`src/rtl/pct_dec_pkg.sv`:
```
// package for the url percent decoder: escape phase type, result entry type,
// character constants and the character class helpers
// no dependencies
`default_nettype none

package pct_dec_pkg;

    localparam logic [7:0] PCT_CHAR     = 8'h25;
    localparam int         NIBBLE_SHIFT = 4;
    localparam int         MAX_RESULTS  = 3;
    localparam int         QUEUE_DEPTH  = 8;
    localparam int         QPTR_W       = $clog2(QUEUE_DEPTH);
    localparam int         QCNT_W       = $clog2(QUEUE_DEPTH + 1);

    // escape progress: nothing pending, '%' seen, '%' and one byte held
    typedef enum logic [1:0] {
        PH_IDLE = 2'd0,
        PH_PCT  = 2'd1,
        PH_HELD = 2'd2
    } t_phase;

    // one queued result byte with its markers
    typedef struct packed {
        logic       end_of_string;
        logic       end_of_step;
        logic [7:0] char_out;
    } t_entry;

    // ascii letter or digit, high bytes excluded
    function automatic logic is_alnum(input logic [7:0] b);
        logic res;
        res = ((b >= 8'h30) && (b <= 8'h39)) ||
              ((b >= 8'h41) && (b <= 8'h5A)) ||
              ((b >= 8'h61) && (b <= 8'h7A));
        return res;
    endfunction

    // hex value of a digit or a-f / A-F, zero for any other byte
    function automatic logic [3:0] nibble_of(input logic [7:0] b);
        logic [3:0] res;
        if ((b >= 8'h30) && (b <= 8'h39)) begin
            res = b[3:0];
        end else if (((b >= 8'h41) && (b <= 8'h46)) || ((b >= 8'h61) && (b <= 8'h66))) begin
            res = b[3:0] + 4'd9;
        end else begin
            res = 4'd0;
        end
        return res;
    endfunction

endpackage

`default_nettype wire

```
`src/rtl/url_percent_decoder_keep_invalid_top.sv`:
```
// url percent decoder keeping invalid escapes, top level
// decode logic and the result queue; depends on pct_dec_pkg
`default_nettype none

// Usage
// Slave channel: one encoded string byte per transaction on i_s_axis_tdata,
// i_s_axis_tlast high on the final byte of a string.
// Master channel: decoded bytes on o_m_axis_tdata; o_m_axis_tuser is high on
// the last byte produced by one input transaction, o_m_axis_tlast on the
// last byte of a string. An input byte yields zero to three output bytes.
// Results of a byte are written into the result queue as it is accepted and,
// when the queue was empty, appear on the master side in the next cycle.
// Throughput: one input byte per cycle while the queue has room. The decode is
// a single combinational pass from the accepted byte and the escape state into
// an eight-entry result queue; input is taken while at least three entries are
// free, and the queue drains one byte per cycle while the receiver is ready.
// Reset (synchronous, active low) empties the queue and clears the escape
// state. When the receiver stalls, results wait in the queue and input is
// held off once fewer than three entries remain free.
module url_percent_decoder_keep_invalid_top (
    input  wire logic       i_clk,
    input  wire logic       i_rst_n,
    // slave side
    input  wire logic       i_s_axis_tvalid,
    output logic            o_s_axis_tready,
    input  wire logic [7:0] i_s_axis_tdata,   // [7:0] char_in
    input  wire logic       i_s_axis_tlast,   // is_last
    // master side
    output logic            o_m_axis_tvalid,
    input  wire logic       i_m_axis_tready,
    output logic [7:0]      o_m_axis_tdata,   // [7:0] char_out
    output logic            o_m_axis_tuser,   // [0] end_of_step
    output logic            o_m_axis_tlast    // end_of_string
);
    import pct_dec_pkg::*;

    // escape state
    t_phase     r_phase;
    t_phase     n_phase;
    logic [7:0] r_held;
    logic [7:0] n_held;

    // result queue
    t_entry             r_queue [QUEUE_DEPTH];
    logic [QPTR_W-1:0]  r_wr_ptr;
    logic [QPTR_W-1:0]  r_rd_ptr;
    logic [QCNT_W-1:0]  r_count;
    logic [QCNT_W-1:0]  n_count;

    logic       in_xfer;
    logic       out_xfer;
    logic [1:0] res_cnt;
    t_entry     res [MAX_RESULTS];

    assign o_s_axis_tready = (r_count <= QCNT_W'(QUEUE_DEPTH - MAX_RESULTS));
    assign in_xfer         = i_s_axis_tvalid && o_s_axis_tready;
    assign o_m_axis_tvalid = (r_count != '0);
    assign out_xfer        = o_m_axis_tvalid && i_m_axis_tready;

    // decode one byte into up to three results and the next escape state
    always_comb begin
        logic [7:0] c;
        logic       last;
        logic [7:0] h;
        logic [7:0] decoded;
        c       = i_s_axis_tdata;
        last    = i_s_axis_tlast;
        h       = r_held;
        decoded = {nibble_of(h), 4'd0} + {4'd0, nibble_of(c)};
        res_cnt = 2'd0;
        n_phase = r_phase;
        n_held  = r_held;
        for (int i = 0; i < MAX_RESULTS; i++) begin
            res[i] = '0;
        end

        // pending escape with one held byte
        if (r_phase == PH_HELD) begin
            if (is_alnum(h) && is_alnum(c)) begin
                res[0].char_out = decoded;
                res_cnt         = 2'd1;
                n_phase         = PH_IDLE;
            end else begin
                res[0].char_out = PCT_CHAR;
                res_cnt         = 2'd1;
                if (h == PCT_CHAR) begin
                    n_phase = PH_PCT;
                end else begin
                    res[1].char_out = h;
                    res_cnt         = 2'd2;
                    n_phase         = PH_IDLE;
                end
            end
        end

        // ordinary handling of the current byte, unless consumed by a decode
        if (!((r_phase == PH_HELD) && is_alnum(h) && is_alnum(c))) begin
            if (n_phase == PH_PCT) begin
                if (last) begin
                    res[res_cnt].char_out        = PCT_CHAR;
                    res[res_cnt + 2'd1].char_out = c;
                    res_cnt                      = res_cnt + 2'd2;
                    n_phase                      = PH_IDLE;
                end else begin
                    n_held  = c;
                    n_phase = PH_HELD;
                end
            end else begin
                n_phase = PH_IDLE;
                if (c == PCT_CHAR) begin
                    if (last) begin
                        res[res_cnt].char_out = PCT_CHAR;
                        res_cnt               = res_cnt + 2'd1;
                    end else begin
                        n_phase = PH_PCT;
                    end
                end else begin
                    res[res_cnt].char_out = c;
                    res_cnt               = res_cnt + 2'd1;
                end
            end
        end

        // markers on the final result of this transaction
        if (res_cnt != 2'd0) begin
            res[res_cnt - 2'd1].end_of_step   = 1'b1;
            res[res_cnt - 2'd1].end_of_string = last;
        end

        // string end clears the escape state
        if (last) begin
            n_phase = PH_IDLE;
            n_held  = 8'd0;
        end
    end

    // queue occupancy
    always_comb begin
        n_count = r_count;
        if (in_xfer) begin
            n_count = n_count + QCNT_W'(res_cnt);
        end
        if (out_xfer) begin
            n_count = n_count - QCNT_W'(1);
        end
    end

    // control registers
    always_ff @(posedge i_clk) begin
        if (!i_rst_n) begin
            r_phase  <= PH_IDLE;
            r_held   <= 8'd0;
            r_wr_ptr <= '0;
            r_rd_ptr <= '0;
            r_count  <= '0;
        end else begin
            r_count <= n_count;
            if (in_xfer) begin
                r_phase  <= n_phase;
                r_held   <= n_held;
                r_wr_ptr <= r_wr_ptr + QPTR_W'(res_cnt);
            end
            if (out_xfer) begin
                r_rd_ptr <= r_rd_ptr + QPTR_W'(1);
            end
        end
    end

    // queue storage
    always_ff @(posedge i_clk) begin
        if (in_xfer) begin
            for (int i = 0; i < MAX_RESULTS; i++) begin
                if (2'(i) < res_cnt) begin
                    r_queue[r_wr_ptr + QPTR_W'(i)] <= res[i];
                end
            end
        end
    end

    // master side outputs
    assign o_m_axis_tdata = r_queue[r_rd_ptr].char_out;
    assign o_m_axis_tuser = r_queue[r_rd_ptr].end_of_step;
    assign o_m_axis_tlast = r_queue[r_rd_ptr].end_of_string;

endmodule

`default_nettype wire

```
`config.mk`:
```
export PLATFORM = sky130hd
export DESIGN_NAME = url_percent_decoder_keep_invalid_top
export DESIGN_NICKNAME = d
export VERILOG_FILES = /design/src/rtl/pct_dec_pkg.sv /design/src/rtl/url_percent_decoder_keep_invalid_top.sv
export SDC_FILE = /design/constraint.sdc
export NUM_CORES = 1
export LEC_CHECK = 0
export BUFFER_PORTS_ARGS = -buffer_cell sky130_fd_sc_hd__buf_2
export CAP_MARGIN = 30
export CORE_ASPECT_RATIO = 0.7
export CORE_MARGIN = 4
export CORE_UTILIZATION = 47
export CTS_CLUSTER_SIZE = 24
export DETAILED_ROUTE_END_ITERATION = 6
export PLACE_DENSITY = 0.63
export RECOVER_POWER = 50
export SLEW_MARGIN = 30
export SYNTH_ARGS = -nofsm -noshare
export SYNTH_HDL_FRONTEND = slang
export SYNTH_SLANG_ARGS = --single-unit
```
`constraint.sdc`:
```
create_clock -name i_clk -period 3.63 [get_ports i_clk]
set_input_delay 0.363 -clock i_clk [delete_from_list [all_inputs] [get_ports i_clk]]
set_output_delay 0.363 -clock i_clk [all_outputs]
set_load 0.01 [all_outputs]
```
==> out/summary.md <==
Including well taps, the total number of placed cells is 786. The post-layout utilization of the core came out at 0.533. After detailed routing, the number of vias per cell comes to 6.64.

The share of final-layout standard cells stronger than drive strength 1 is 0.162, and the overall die width is 148 µm. Once routing completed, OpenROAD measured the worst setup slack at 0.253 ns. The proportion of synthesized chip area in sequential cells was 0.442; the via count of the first global-routing pass was 5016. Once detailed placement completed, the half-perimeter wirelength came to 13900 µm. The count of buffers inserted at the top-level ports is 24. The path class of the tightest hold or removal check is input port to register. IR analysis of the VDD net gives a maximum drop of 0.248 mV. The proportion of register bits with asynchronous set or reset after synthesis came out at 0. The most common flop cell mapped by yosys is sky130_fd_sc_hd__edfxtp_1.

The run gives 614 as the number of nets in the synthesized netlist. The critical path is of the register to register type. During I/O placement, the number of pins put on the boundary was 25. The area growth from synthesis to layout is 9.77%.

Ratio of final minimum period to clock period: 0.930. The net count of the finished layout is 641. The minimum period implied by the final worst setup slack came out at 3.38 ns. The tools report the final wirelength as 19200 µm. The number of hold-repair buffers added at the cts stage is 0, and the initial core utilization is 0.486. For the final-report hold violation count, the log shows 0.

The finished layout holds 802 standard cells, fillers aside. Counting flops with a built-in enable in the synthesized netlist gives 80. For this run, design rule violations remaining after detail routing come to 0. In the final routed layout, each cell accounts on average for 23.9 µm. For the pin with the worst max-slew slack, the measured transition is 1.20 ns.

The number of antenna violations at the first check in global routing was 0. In this run the worst path has a maximum fanout of 11. Die outline height: 106 µm. The first global-routing pass estimated 29500 µm of wire. For the number of buffers inserted during clock tree synthesis, the log shows 9. The initial DRC count was 829; the hold path depth was 4. Before CTS, the worst setup slack after placement is 0.232 ns.

The logs give 103 for the total clock sinks and 3.36 ns for the worst path arrival time. In the final timing run, aggregate negative setup slack is 0 ns. The tools report the number of levels in the clock H-tree as 3. Power spread over the standard cell area amounts to 458 mW/mm². Setup violations remaining at the end of the flow were counted as 0. A synthesized cell averages 11.1 µm². Summing internal, switching and leakage power gives 3.25 mW.

The number of antenna diodes in the final layout is 0. The number of gates resized after CTS was 0. The run finished with clean final reports. The number of buffers on the longest clock path is 2, and the routability congestion estimate from global placement is 0.964. The tools report the worst hold slack after final layout as 0.410 ns.

CTS placed an instance of sky130_fd_sc_hd__clkbuf_16 at the clock tree root. The worst setup path is launched from a register. After clock tree synthesis, the clock-pin slew on the worst setup and hold paths is 0.07 ns. Entering global routing, the biggest net connects 22 pins. The number of cells on the worst reg-to-reg path is 9.

The later pin in the worst-skew pair is clocked with a latency of 0.35 ns. Data on the critical path is required at its endpoint by 3.61 ns. The overall track demand over capacity in global routing is 0.246, and the number of warning messages in the yosys log is 0. Cell area after technology mapping: 0.00647 mm². In this run the static leakage power is 2.43 nW. Synthesis produced 585 cells. STA classifies the critical path endpoint as a register. In this run the standard cell core region covers 0.0133 mm².

The tools report the number of fillers in the final layout as 1244. TritonCTS built the clock tree. The floorplan has 35 rows. The count of nets left with antenna violations after detail routing was 0. The tools report the worst max-slew margin expressed relative to the limit as 0.195. The finished cells cover 0.00710 mm².

Between clock sinks in the finished design, the worst skew comes to 0.0108 ns. Derived from the worst setup path, the maximum achievable clock frequency is 296 MHz. For the number of maximum-capacitance violations, the log shows 0. After synthesis the netlist holds a flip-flop and latch count of 103. The post-placement cell area was 0.00691 mm².

Setup repair after global routing left no endpoint under its margin. The die covers 0.0157 mm². The total via count in the routed design is 5324, and the number of distinct library cells after synthesis is 76. Summed over all layers, the global routing overflow is 0. The first TritonRoute pass finished after 6 iterations. The tools report the final-report max-slew violation count as 0.

Post-CTS timing repair inserted 0 buffers for setup.
[state kept, by name (all words and copies together), names as in the netlist, named ones only]
name	flops
r_queue	80
r_held	8
r_count	4
r_rd_ptr	3
r_wr_ptr	3
r_phase	2
[report_power, final]
| part | leakage (nW) | switching (mW) | total [mW] | internal [mW] |
|---|---|---|---|---|
| Clock | 0.126 | 0.449 | 0.916 | 0.467 |
| Sequential | 0.889 | 0.0737 | 1.44 | 1.37 |
| Combinational | 1.41 | 0.479 | 0.891 | 0.411 |
| Total | 2.43 | 1.00 | 3.25 | 2.25 |
[kinds of logic after synthesis]
kind of cell             after synthesis  synth area share
AO/OA/AOI/OAI                        186             0.207
XOR/XNOR                               9            0.0122
adder cells (fa/ha/maj)               16            0.0333
buffers and inverters                 57            0.0447
flip-flops                           103             0.442
multiplexers                          57             0.129
AND/OR/NAND/NOR                      157             0.132
[critical path: stages (launching register included)]
cell and delay [ns]:
sky130_fd_sc_hd__dfxtp_1 0.40, sky130_fd_sc_hd__inv_1 0.14, sky130_fd_sc_hd__ha_1 0.17, sky130_fd_sc_hd__or3b_1 0.43
sky130_fd_sc_hd__o31ai_4 0.22, sky130_fd_sc_hd__a31oi_1 0.11, sky130_fd_sc_hd__a21boi_2 0.19, sky130_fd_sc_hd__clkbuf_1 0.23
sky130_fd_sc_hd__or4_1 0.79, sky130_fd_sc_hd__o311ai_4 0.32
[cell type report]
class,count,area [µm²],share of cell area
clock inverter,5,33.8,0.00476
inverter,13,51.3,0.00722
timing repair buffer,60,354,0.0499
multi-input combinational,425,3330,0.470
clock buffer,11,233,0.0328
sequential,103,2860,0.403
tap,185,231,0.0326
[Yosys cell counts (9+ instances only)]
master,number,area [µm²]
sky130_fd_sc_hd__a21oi_1,18,90.1
sky130_fd_sc_hd__a22oi_1,13,97.6
sky130_fd_sc_hd__and2_1,11,68.8
sky130_fd_sc_hd__buf_2,9,45.0
sky130_fd_sc_hd__clkbuf_1,21,78.8
sky130_fd_sc_hd__dfxtp_1,23,460
sky130_fd_sc_hd__edfxtp_1,80,2400
sky130_fd_sc_hd__ha_1,14,175
sky130_fd_sc_hd__inv_1,12,45.0
sky130_fd_sc_hd__mux2_2,10,113
sky130_fd_sc_hd__mux2i_1,27,270
sky130_fd_sc_hd__mux4_2,20,450
sky130_fd_sc_hd__nand2_1,43,161
sky130_fd_sc_hd__nand4_1,12,75.1
sky130_fd_sc_hd__nor2_1,28,105
sky130_fd_sc_hd__nor2b_1,13,81.3
sky130_fd_sc_hd__o211ai_1,26,195
sky130_fd_sc_hd__o21ai_0,40,200
sky130_fd_sc_hd__o221ai_1,13,114
[cell usage in the layout, fill, tap and decap left out, types with 13 or more instances in the layout]
cell type and count:
sky130_fd_sc_hd__o221ai_1 13, sky130_fd_sc_hd__a21oi_1 19, sky130_fd_sc_hd__dfxtp_1 22, sky130_fd_sc_hd__a22oi_1 13, sky130_fd_sc_hd__o21ai_0 45, sky130_fd_sc_hd__nor2b_1 13, sky130_fd_sc_hd__edfxtp_1 80, sky130_fd_sc_hd__nand2_1 44
sky130_fd_sc_hd__mux4_2 20, sky130_fd_sc_hd__clkbuf_1 21, sky130_fd_sc_hd__nor2_1 28, sky130_fd_sc_hd__mux2i_1 27, sky130_fd_sc_hd__ha_1 14, sky130_fd_sc_hd__buf_4 25, sky130_fd_sc_hd__o211ai_1 26
[metal layers]
metal | track usage | routed length [µm] | vias to the layer above
li1 | - | - | 2368
met1 | 0.367 | 8530 | 2627
met2 | 0.360 | 8370 | 298
met3 | 0.0665 | 2000 | 31
met4 | 0.0475 | 272 | 0
met5 | 0 | 0 | -
[worst paths after layout]
| path | from | to | slack, ns |
|---|---|---|---|
| setup / recovery | r_held[0] | r_queue[5][2] | 0.25 |
| hold / removal | i_m_axis_tready | register | 0.41 |
| setup reg to reg | r_held[0] | r_queue[5][2] | 0.25 |
| hold reg to reg | r_rd_ptr[1] | register | 0.50 |
No activity file was read; power rests on OpenSTA's default activity.
